<file path="src/design/premultiplied_pixel_compositor_unit_macros.svh">
// Assertion helpers for the compositor. All checks are clocked on clk and
// are off while rst_n is low.
`ifndef PREMULTIPLIED_PIXEL_COMPOSITOR_UNIT_MACROS_SVH
`define PREMULTIPLIED_PIXEL_COMPOSITOR_UNIT_MACROS_SVH

// Same-cycle implication.
`define PPC_ASSERT_IMPL(label, ante, cons, msg) \
  label: assert property (@(posedge clk) disable iff (!rst_n) (ante) |-> (cons)) \
    else $error(msg);

// Next-cycle implication.
`define PPC_ASSERT_NEXT(label, ante, cons, msg) \
  label: assert property (@(posedge clk) disable iff (!rst_n) (ante) |=> (cons)) \
    else $error(msg);

`endif

</file>
<file path="src/design/ppc_pkg.sv">
`default_nettype none

package ppc_pkg;

  localparam int CH_W           = 8;
  localparam int SUM_W          = 2 * CH_W + 1;
  localparam int DIV_STAGES     = 4;
  localparam int BITS_PER_STAGE = CH_W / DIV_STAGES;
  // Accept edge to first edge that samples out_valid high.
  localparam int LATENCY        = DIV_STAGES + 2;
  // color channels per pixel; alpha follows them
  localparam int NCOL           = 3;

  localparam logic [CH_W-1:0]  FULL      = 8'd255;
  // 255 * 256: any weighted sum at or above this saturates.
  localparam logic [SUM_W-1:0] SAT_LIMIT = 17'd65280;

  typedef enum logic [2:0] {
    MODE_OVER = 3'd0,
    MODE_IN   = 3'd1,
    MODE_OUT  = 3'd2,
    MODE_ATOP = 3'd3,
    MODE_XOR  = 3'd4,
    MODE_DIFF = 3'd5
  } mode_t;

  typedef struct packed {
    logic [CH_W-1:0] blend;
    logic [CH_W-1:0] diff;
  } lane_res_t;

endpackage

`default_nettype wire

</file>
<file path="src/design/premultiplied_pixel_compositor_unit.sv">
`default_nettype none

`include "premultiplied_pixel_compositor_unit_macros.svh"

// Premultiplied RGBA8 compositor. A pixel pair is taken on every clock where
// start is high and busy is low; busy is high in reset and clears once reset is
// released, so one transaction per clock is sustained. Each result passes an
// input register, 4 divider stages and an output register, and appears as a
// one-cycle out_valid strobe: the receiver cannot stall, and results come out
// in order, one per clock at full rate. Latency is set by the unpremultiply
// divider, 2 quotient bits per stage. The user must write blend_mode through the
// cfg channel only while no transaction is in flight; the block does not enforce it.
module premultiplied_pixel_compositor_unit (
  input  wire logic                     clk,
  input  wire logic                     rst_n,
  // pixel input
  input  wire logic                     start,
  output logic                          busy,
  input  wire logic [ppc_pkg::CH_W-1:0] in_fg_red,
  input  wire logic [ppc_pkg::CH_W-1:0] in_fg_green,
  input  wire logic [ppc_pkg::CH_W-1:0] in_fg_blue,
  input  wire logic [ppc_pkg::CH_W-1:0] in_fg_alpha,
  input  wire logic [ppc_pkg::CH_W-1:0] in_bg_red,
  input  wire logic [ppc_pkg::CH_W-1:0] in_bg_green,
  input  wire logic [ppc_pkg::CH_W-1:0] in_bg_blue,
  input  wire logic [ppc_pkg::CH_W-1:0] in_bg_alpha,
  // result
  output logic                          out_valid,
  output logic      [ppc_pkg::CH_W-1:0] out_red,
  output logic      [ppc_pkg::CH_W-1:0] out_green,
  output logic      [ppc_pkg::CH_W-1:0] out_blue,
  output logic      [ppc_pkg::CH_W-1:0] out_alpha,
  // configuration
  input  wire logic                     cfg_valid,
  output logic                          cfg_ready,
  input  wire logic [2:0]               cfg_blend_mode
);
  import ppc_pkg::*;

  logic            busy_r;
  logic [2:0]      blend_mode_r;
  logic            accept;

  // weights chosen at accept time
  logic [CH_W-1:0] k1_nxt;
  logic [CH_W-1:0] k2_nxt;

  // input stage
  logic            vld0_r;
  logic [2:0]      mode0_r;
  logic [CH_W-1:0] fg_r [NCOL+1];
  logic [CH_W-1:0] bg_r [NCOL+1];
  logic [CH_W-1:0] k1_r;
  logic [CH_W-1:0] k2_r;

  // control that travels alongside the lanes
  logic            vld_d_r  [DIV_STAGES];
  logic [2:0]      mode_d_r [DIV_STAGES];

  lane_res_t       lane_res [NCOL];
  logic [CH_W-1:0] alpha_blend;

  // merge and output register
  logic [CH_W-1:0] col_nxt [NCOL];
  logic [CH_W-1:0] alpha_nxt;
  logic            out_valid_r;
  logic [CH_W-1:0] col_r [NCOL];
  logic [CH_W-1:0] alpha_r;

  assign accept    = start && !busy_r;
  assign busy      = busy_r;
  assign cfg_ready = !busy_r;

  always_ff @(posedge clk) begin
    if (!rst_n) begin
      busy_r       <= 1'b1;
      blend_mode_r <= MODE_OVER;
    end else begin
      busy_r <= 1'b0;
      if (cfg_valid && cfg_ready) begin
        blend_mode_r <= cfg_blend_mode;
      end
    end
  end

  // Porter-Duff weights; difference and unused codes leave them at zero
  always_comb begin
    case (blend_mode_r)
      MODE_OVER: begin
        k1_nxt = FULL;
        k2_nxt = FULL - in_fg_alpha;
      end
      MODE_IN: begin
        k1_nxt = in_bg_alpha;
        k2_nxt = '0;
      end
      MODE_OUT: begin
        k1_nxt = FULL - in_bg_alpha;
        k2_nxt = '0;
      end
      MODE_ATOP: begin
        k1_nxt = in_bg_alpha;
        k2_nxt = FULL - in_fg_alpha;
      end
      MODE_XOR: begin
        k1_nxt = FULL - in_bg_alpha;
        k2_nxt = FULL - in_fg_alpha;
      end
      default: begin
        k1_nxt = '0;
        k2_nxt = '0;
      end
    endcase
  end

  always_ff @(posedge clk) begin
    if (!rst_n) begin
      vld0_r <= 1'b0;
    end else begin
      vld0_r <= accept;
    end
  end

  always_ff @(posedge clk) begin
    if (accept) begin
      mode0_r <= blend_mode_r;
      fg_r[0] <= in_fg_red;
      fg_r[1] <= in_fg_green;
      fg_r[2] <= in_fg_blue;
      fg_r[3] <= in_fg_alpha;
      bg_r[0] <= in_bg_red;
      bg_r[1] <= in_bg_green;
      bg_r[2] <= in_bg_blue;
      bg_r[3] <= in_bg_alpha;
      k1_r    <= k1_nxt;
      k2_r    <= k2_nxt;
    end
  end

  // valid / mode delay line matching the lane depth
  always_ff @(posedge clk) begin
    if (!rst_n) begin
      vld_d_r[0] <= 1'b0;
    end else begin
      vld_d_r[0] <= vld0_r;
    end
    mode_d_r[0] <= mode0_r;
  end

  for (genvar s = 1; s < DIV_STAGES; s++) begin : g_ctl
    always_ff @(posedge clk) begin
      if (!rst_n) begin
        vld_d_r[s] <= 1'b0;
      end else begin
        vld_d_r[s] <= vld_d_r[s-1];
      end
      mode_d_r[s] <= mode_d_r[s-1];
    end
  end

  // color lanes: red, green, blue
  for (genvar c = 0; c < NCOL; c++) begin : g_lane
    ppc_lane u_lane (
      .clk  (clk),
      .fg_c (fg_r[c]),
      .bg_c (bg_r[c]),
      .fg_a (fg_r[NCOL]),
      .bg_a (bg_r[NCOL]),
      .k1   (k1_r),
      .k2   (k2_r),
      .res  (lane_res[c])
    );
  end

  // alpha only needs the blend path
  ppc_blend u_alpha (
    .clk  (clk),
    .fg_c (fg_r[NCOL]),
    .bg_c (bg_r[NCOL]),
    .k1   (k1_r),
    .k2   (k2_r),
    .res  (alpha_blend)
  );

  // merge: pick blend or difference per mode; unused codes give transparent black
  always_comb begin
    case (mode_d_r[DIV_STAGES-1])
      MODE_OVER, MODE_IN, MODE_OUT, MODE_ATOP, MODE_XOR: begin
        for (int c = 0; c < NCOL; c++) begin
          col_nxt[c] = lane_res[c].blend;
        end
        alpha_nxt = alpha_blend;
      end
      MODE_DIFF: begin
        for (int c = 0; c < NCOL; c++) begin
          col_nxt[c] = lane_res[c].diff;
        end
        alpha_nxt = FULL;
      end
      default: begin
        for (int c = 0; c < NCOL; c++) begin
          col_nxt[c] = '0;
        end
        alpha_nxt = '0;
      end
    endcase
  end

  always_ff @(posedge clk) begin
    if (!rst_n) begin
      out_valid_r <= 1'b0;
    end else begin
      out_valid_r <= vld_d_r[DIV_STAGES-1];
    end
    col_r   <= col_nxt;
    alpha_r <= alpha_nxt;
  end

  assign out_valid = out_valid_r;
  assign out_red   = col_r[0];
  assign out_green = col_r[1];
  assign out_blue  = col_r[2];
  assign out_alpha = alpha_r;

  // every transaction yields exactly one strobe, a fixed time later
  `PPC_ASSERT_IMPL(a_latency, 1'b1, out_valid == $past(start && !busy, LATENCY), "result strobe does not match accepted transaction")
  // difference mode always returns opaque alpha
  `PPC_ASSERT_NEXT(a_diff_alpha, vld_d_r[DIV_STAGES-1] && mode_d_r[DIV_STAGES-1] == MODE_DIFF, out_alpha == FULL, "difference mode alpha not 255")
  // unused codes give transparent black
  `PPC_ASSERT_NEXT(a_bad_mode, vld_d_r[DIV_STAGES-1] && mode_d_r[DIV_STAGES-1] > MODE_DIFF, out_red == '0 && out_green == '0 && out_blue == '0 && out_alpha == '0, "unused mode result not zero")

endmodule

`default_nettype wire

</file>
<file path="src/design/ppc_unpremul.sv">
`default_nettype none

// Pipelined floor(color*255/alpha), 0 for zero alpha, 255 when color > alpha.
module ppc_unpremul (
  input  wire logic                    clk,
  input  wire logic [ppc_pkg::CH_W-1:0] color,
  input  wire logic [ppc_pkg::CH_W-1:0] alpha,
  output logic      [ppc_pkg::CH_W-1:0] quo
);
  import ppc_pkg::*;

  typedef struct packed {
    logic [CH_W-1:0] rem;
    logic [CH_W-1:0] low;
    logic [CH_W-1:0] quo;
    logic [CH_W-1:0] dvs;
    logic            zero;
    logic            sat;
  } div_st_t;

  // Restoring division, BITS_PER_STAGE quotient bits per call.
  function automatic div_st_t div_step(input div_st_t s);
    div_st_t         o;
    logic [CH_W:0]   t;
    o = s;
    for (int j = 0; j < BITS_PER_STAGE; j++) begin
      t     = {o.rem, o.low[CH_W-1]};
      o.low = {o.low[CH_W-2:0], 1'b0};
      if (t >= {1'b0, o.dvs}) begin
        o.rem = CH_W'(t - {1'b0, o.dvs});
        o.quo = {o.quo[CH_W-2:0], 1'b1};
      end else begin
        o.rem = t[CH_W-1:0];
        o.quo = {o.quo[CH_W-2:0], 1'b0};
      end
    end
    return o;
  endfunction

  logic [2*CH_W-1:0] prod;
  div_st_t           init;
  div_st_t           st_r [DIV_STAGES];

  // color*255 as shift and subtract
  assign prod = {color, CH_W'(0)} - {CH_W'(0), color};

  always_comb begin
    init.rem  = prod[2*CH_W-1:CH_W];
    init.low  = prod[CH_W-1:0];
    init.quo  = '0;
    init.dvs  = alpha;
    init.zero = (alpha == '0);
    init.sat  = (color > alpha);
  end

  always_ff @(posedge clk) begin
    st_r[0] <= div_step(init);
  end

  for (genvar s = 1; s < DIV_STAGES; s++) begin : g_stage
    always_ff @(posedge clk) begin
      st_r[s] <= div_step(st_r[s-1]);
    end
  end

  always_comb begin
    if (st_r[DIV_STAGES-1].zero) begin
      quo = '0;
    end else if (st_r[DIV_STAGES-1].sat) begin
      quo = FULL;
    end else begin
      quo = st_r[DIV_STAGES-1].quo;
    end
  end

endmodule

`default_nettype wire

</file>
<file path="src/design/ppc_blend.sv">
`default_nettype none

// One Porter-Duff channel: sat(floor((f*k1 + b*k2)/255)), DIV_STAGES deep.
module ppc_blend (
  input  wire logic                    clk,
  input  wire logic [ppc_pkg::CH_W-1:0] fg_c,
  input  wire logic [ppc_pkg::CH_W-1:0] bg_c,
  input  wire logic [ppc_pkg::CH_W-1:0] k1,
  input  wire logic [ppc_pkg::CH_W-1:0] k2,
  output logic      [ppc_pkg::CH_W-1:0] res
);
  import ppc_pkg::*;

  // floor(x/255) for x < 255*256 via (y + (y>>8)) >> 8, y = x+1
  function automatic logic [CH_W-1:0] div255_sat(input logic [SUM_W-1:0] x);
    logic [SUM_W-1:0] y;
    logic [SUM_W-1:0] z;
    y = x + SUM_W'(1);
    z = y + (y >> CH_W);
    if (x >= SAT_LIMIT) begin
      return FULL;
    end
    return z[2*CH_W-1:CH_W];
  endfunction

  logic [SUM_W-1:0] sum_r;
  logic [CH_W-1:0]  res_r [DIV_STAGES-1];

  always_ff @(posedge clk) begin
    sum_r    <= SUM_W'(fg_c) * k1 + SUM_W'(bg_c) * k2;
    res_r[0] <= div255_sat(sum_r);
  end

  for (genvar s = 1; s < DIV_STAGES - 1; s++) begin : g_dly
    always_ff @(posedge clk) begin
      res_r[s] <= res_r[s-1];
    end
  end

  assign res = res_r[DIV_STAGES-2];

endmodule

`default_nettype wire

</file>
<file path="src/design/ppc_lane.sv">
`default_nettype none

// Color lane: blend result and |unpremul(fg) - unpremul(bg)|, both aligned.
module ppc_lane (
  input  wire logic                    clk,
  input  wire logic [ppc_pkg::CH_W-1:0] fg_c,
  input  wire logic [ppc_pkg::CH_W-1:0] bg_c,
  input  wire logic [ppc_pkg::CH_W-1:0] fg_a,
  input  wire logic [ppc_pkg::CH_W-1:0] bg_a,
  input  wire logic [ppc_pkg::CH_W-1:0] k1,
  input  wire logic [ppc_pkg::CH_W-1:0] k2,
  output ppc_pkg::lane_res_t            res
);
  import ppc_pkg::*;

  logic [CH_W-1:0] blend;
  logic [CH_W-1:0] fg_u;
  logic [CH_W-1:0] bg_u;

  ppc_blend u_blend (
    .clk  (clk),
    .fg_c (fg_c),
    .bg_c (bg_c),
    .k1   (k1),
    .k2   (k2),
    .res  (blend)
  );

  ppc_unpremul u_fg_div (
    .clk   (clk),
    .color (fg_c),
    .alpha (fg_a),
    .quo   (fg_u)
  );

  ppc_unpremul u_bg_div (
    .clk   (clk),
    .color (bg_c),
    .alpha (bg_a),
    .quo   (bg_u)
  );

  always_comb begin
    res.blend = blend;
    res.diff  = (fg_u >= bg_u) ? (fg_u - bg_u) : (bg_u - fg_u);
  end

endmodule

`default_nettype wire

</file>
<file path="config.mk">
export PLATFORM = sky130hd
export DESIGN_NAME = premultiplied_pixel_compositor_unit
export DESIGN_NICKNAME = d
export VERILOG_FILES = /design/src/design/ppc_pkg.sv /design/src/design/premultiplied_pixel_compositor_unit.sv /design/src/design/ppc_unpremul.sv /design/src/design/ppc_blend.sv /design/src/design/ppc_lane.sv
export VERILOG_INCLUDE_DIRS = /design/src /design/src/design
export SDC_FILE = /design/constraint.sdc
export NUM_CORES = 2
export LEC_CHECK = 0
export BUFFER_PORTS_ARGS = -buffer_cell sky130_fd_sc_hd__buf_2
export CELL_PAD_IN_SITES_DETAIL_PLACEMENT = 1
export CELL_PAD_IN_SITES_GLOBAL_PLACEMENT = 1
export CORE_UTILIZATION = 50
export DETAILED_ROUTE_END_ITERATION = 8
export HOLD_SLACK_MARGIN = 0.06
export PLACE_DENSITY_LB_ADDON = 0.1
export SETUP_SLACK_MARGIN = 0.15
export SKIP_CTS_REPAIR_TIMING = 1
export SYNTH_ARGS = -nofsm -noshare
export SYNTH_HDL_FRONTEND = slang
export SYNTH_SLANG_ARGS = --single-unit
</file>
<file path="constraint.sdc">
create_clock -name clk -period 13.31 [get_ports clk]
set_clock_uncertainty 0.2 [all_clocks]
set_input_delay 1.9965 -clock clk [delete_from_list [all_inputs] [get_ports clk]]
set_output_delay 1.9965 -clock clk [all_outputs]
set_load 0.05 [all_outputs]
</file>
==> insert_results.sql <==
INSERT INTO impl_metrics (metric_group, metric, value, unit) VALUES
('outcome', 'status', 'complete, no violations', ''),
('run', 'maxCapViolCount', '0', ''),
('clock_tree', 'cts_buffer_depth', '3', ''),
('power_and_ir_drop', 'static-leakage-power', '30.3', 'nW'),
('yosys', 'asyncSetResetFlopFracSynth', '0', ''),
('setup_path', 'crit_type', 'reg2reg', ''),
('setup_path', 'crit_path_start_kind', 'flip-flop', ''),
('timing', 'report.final.setup_viol', '0', ''),
('clock_tree', 'clock_insertion_delay_worst_skew', '0.68', 'ns'),
('routing', 'detail_route.vias_per_cell', '5.55', ''),
('routing', 'top_layer', 'met4', ''),
('power_and_ir_drop', 'clkPwrFrac', '0.142', ''),
('layout', 'synthToLayoutAreaGrowth', '8.36', '%'),
('power_and_ir_drop', 'power_internal', '9.20', 'mW'),
('floorplanning', 'core-area', '117000', 'µm²'),
('setup_path', 'cp_common_cell', 'o21ai_0', ''),
('yosys', 'yosys_warnings', '0', ''),
('routing', 'dr_wl_met2', '80100', 'µm'),
('yosys', 'synth_area_per_cell', '9.32', 'µm²'),
('routing', 'detailroute.via_count', '44400', ''),
('setup_path', 'cp.arrival', '7.67', 'ns'),
('layout', 'n_fill_cell', '13300', ''),
('setup_path', 'critical-path-slowest-cell', 'a31oi_1', ''),
('routing', 'final_antenna_net_count', '0', ''),
('routing', 'drt_wl_total', '168000', 'µm'),
('yosys', 'synth_ff_type', 'dfxtp_1', ''),
('yosys', 'synth_top_family_by_area', 'adder cells', ''),
('timing', 'setup_total_negative_slack', '0', 'ns'),
('setup_path', 'critical_path_required', '13.66', 'ns'),
('layout', 'design_area', '64000', 'µm²'),
('yosys', 'seq_area_frac_synth', '0.257', ''),
('yosys', 'synth_enable_flop_cells', '83', ''),
('placement', 'placedInstanceArea', '61200', 'µm²'),
('layout', 'final_util', '0.549', ''),
('yosys', 'synthDominantAreaCellType', 'dfxtp_1', ''),
('floorplanning', 'initial_core_utilization', '0.506', ''),
('yosys', 'netlist_instances', '6336', ''),
('yosys', 'synth.top_cells.by_area', 'dfxtp_1, ha_1, fa_1', ''),
('timing', 'slew_limit_fails', '0', ''),
('timing', 'layout_worst_path_cycle_share', '0.551', ''),
('timing', 'minimum_clock_period_after_layout', '7.33', 'ns'),
('yosys', 'synth_seq_cells', '717', ''),
('setup_path', 'critPathCaptureType', 'flip-flop', ''),
('clock_tree', 'htree_num_levels', '3', ''),
('routing', 'm1WireLength', '77200', 'µm'),
('layout', 'num-nets-final', '7705', ''),
('power_and_ir_drop', 'switchingPower', '7.30', 'mW'),
('setup_path', 'path_buf_inv', '2', ''),
('power_and_ir_drop', 'total_power', '16.5', 'mW'),
('clock_tree', 'cts.clk_slew.worst_paths', '0.06', 'ns'),
('routing', 'wl_met3', '6090', 'µm'),
('yosys', 'netlist.area_leader.share', '0.215', ''),
('placement', 'placedCellCount', '7848', ''),
('yosys', 'synth_compound_area_frac', '0.0961', ''),
('floorplanning', 'io_pins', '106', ''),
('power_and_ir_drop', 'power.combinational.fraction', '0.646', ''),
('timing', 'rsz0062_at_grt', 'no', ''),
('routing', 'remaining_drc_errors', '0', ''),
('timing', 'tightest_slew', '1.29', 'ns'),
('yosys', 'synthMuxAreaShare', '0.0601', ''),
('yosys', 'synth-adder-area-share', '0.315', ''),
('timing', 'hold_violations', '0', ''),
('timing', 'worst_case_hold_slack', '0.124', 'ns'),
('yosys', 'yosys.cell_count.top_type', 'inv_1', ''),
('grt', 'antenna_found_initial', '11', ''),
('routing', 'first_iter_violations', '2202', ''),
('layout', 'post_route_cells_drive_above_1_share', '0.0937', ''),
('floorplanning', 'die_w', '346', 'µm'),
('placement', 'dp_slack', '6.22', 'ns'),
('floorplanning', 'core.rowCount', '125', ''),
('yosys', 'netlist_area', '59100', 'µm²');
==> logic make-up after synthesis <==
logic type / Yosys count
xor+xnor: 346
flops: 717
simple gates: 1746
mux: 322
buf+inv: 1064
compound gates: 916
fa+ha+maj: 1225
==> path summary, 6_finish.rpt <==
| path | from | to | cells after the start | slack, ns |
|---|---|---|---|---|
| max | fg_r[1][0] | g_lane[1].u_lane.u_fg_div.st_r[0][28] | 22 | 5.98 |
| min | g_lane[1].u_lane.u_blend.res_r[0][0] | g_lane[1].u_lane.u_blend.res_r[0][8] | 0 | 0.12 |
| max reg2reg | fg_r[1][0] | g_lane[1].u_lane.u_fg_div.st_r[0][28] | 22 | 5.98 |
| min reg2reg | g_lane[1].u_lane.u_blend.res_r[0][0] | g_lane[1].u_lane.u_blend.res_r[0][8] | 0 | 0.12 |
==> sequential cells by signal (all words and copies together), names as in the netlist, 3 cells and up <==
register	flops
bg_r	32
blend_mode_r	3
fg_r	32
g_lane.u_lane.u_bg_div.st_r	208
g_lane.u_lane.u_blend.res_r	72
g_lane.u_lane.u_blend.sum_r	51
g_lane.u_lane.u_fg_div.st_r	208
k1_r	8
k2_r	8
mode0_r	3
mode_d_r	12
out_alpha	8
out_blue	8
out_green	8
out_red	8
u_alpha.res_r	24
u_alpha.sum_r	17
vld_d_r	4
==> layout by cell type, fill, tap and decap left out, types with 98 or more instances in the layout <==
cell type  count
nor2_1       345
mux2_2       240
fa_1         436
o21ai_0      287
a21oi_1      229
ha_1         789
dfxtp_1      634
xor2_1       112
nand2_1      421
inv_1        913
nor2b_1      117
nand4_1       98
xnor2_1      234
and2_1       373
buf_2        105
==> layout make-up <==
cell class | count | share of cell area
flip-flops and latches | 717 | 0.237
repair buffers | 139 | 0.0122
clock inverters | 43 | 0.00803
inverters | 913 | 0.0535
diodes | 1 | 0.0000391
clock buffers | 108 | 0.0360
multi-input cells | 4555 | 0.623
well taps | 1524 | 0.0298
==> power by group through the flow <==
stage / combinational (mW) / clock [mW] / sequential, mW
after detailed placement: 10.6 / 0 / 3.53
after CTS: 10.7 / 2.40 / 3.49
after global placement: 10.2 / 0 / 3.51
after global routing: 12.0 / 2.48 / 3.56
final: 10.7 / 2.35 / 3.49
after floorplan: 8.07 / 0 / 3.44
==> per-layer routing <==
| metal | up-vias | global-route usage |
|---|---|---|
| met5 | - | 0 |
| met2 | 744 | 0.485 |
| met3 | 266 | 0.0278 |
| met1 | 22200 | 0.377 |
| li1 | 21200 | - |
| met4 | 0 | 0.0872 |
Power figures use the tool's default switching activity.
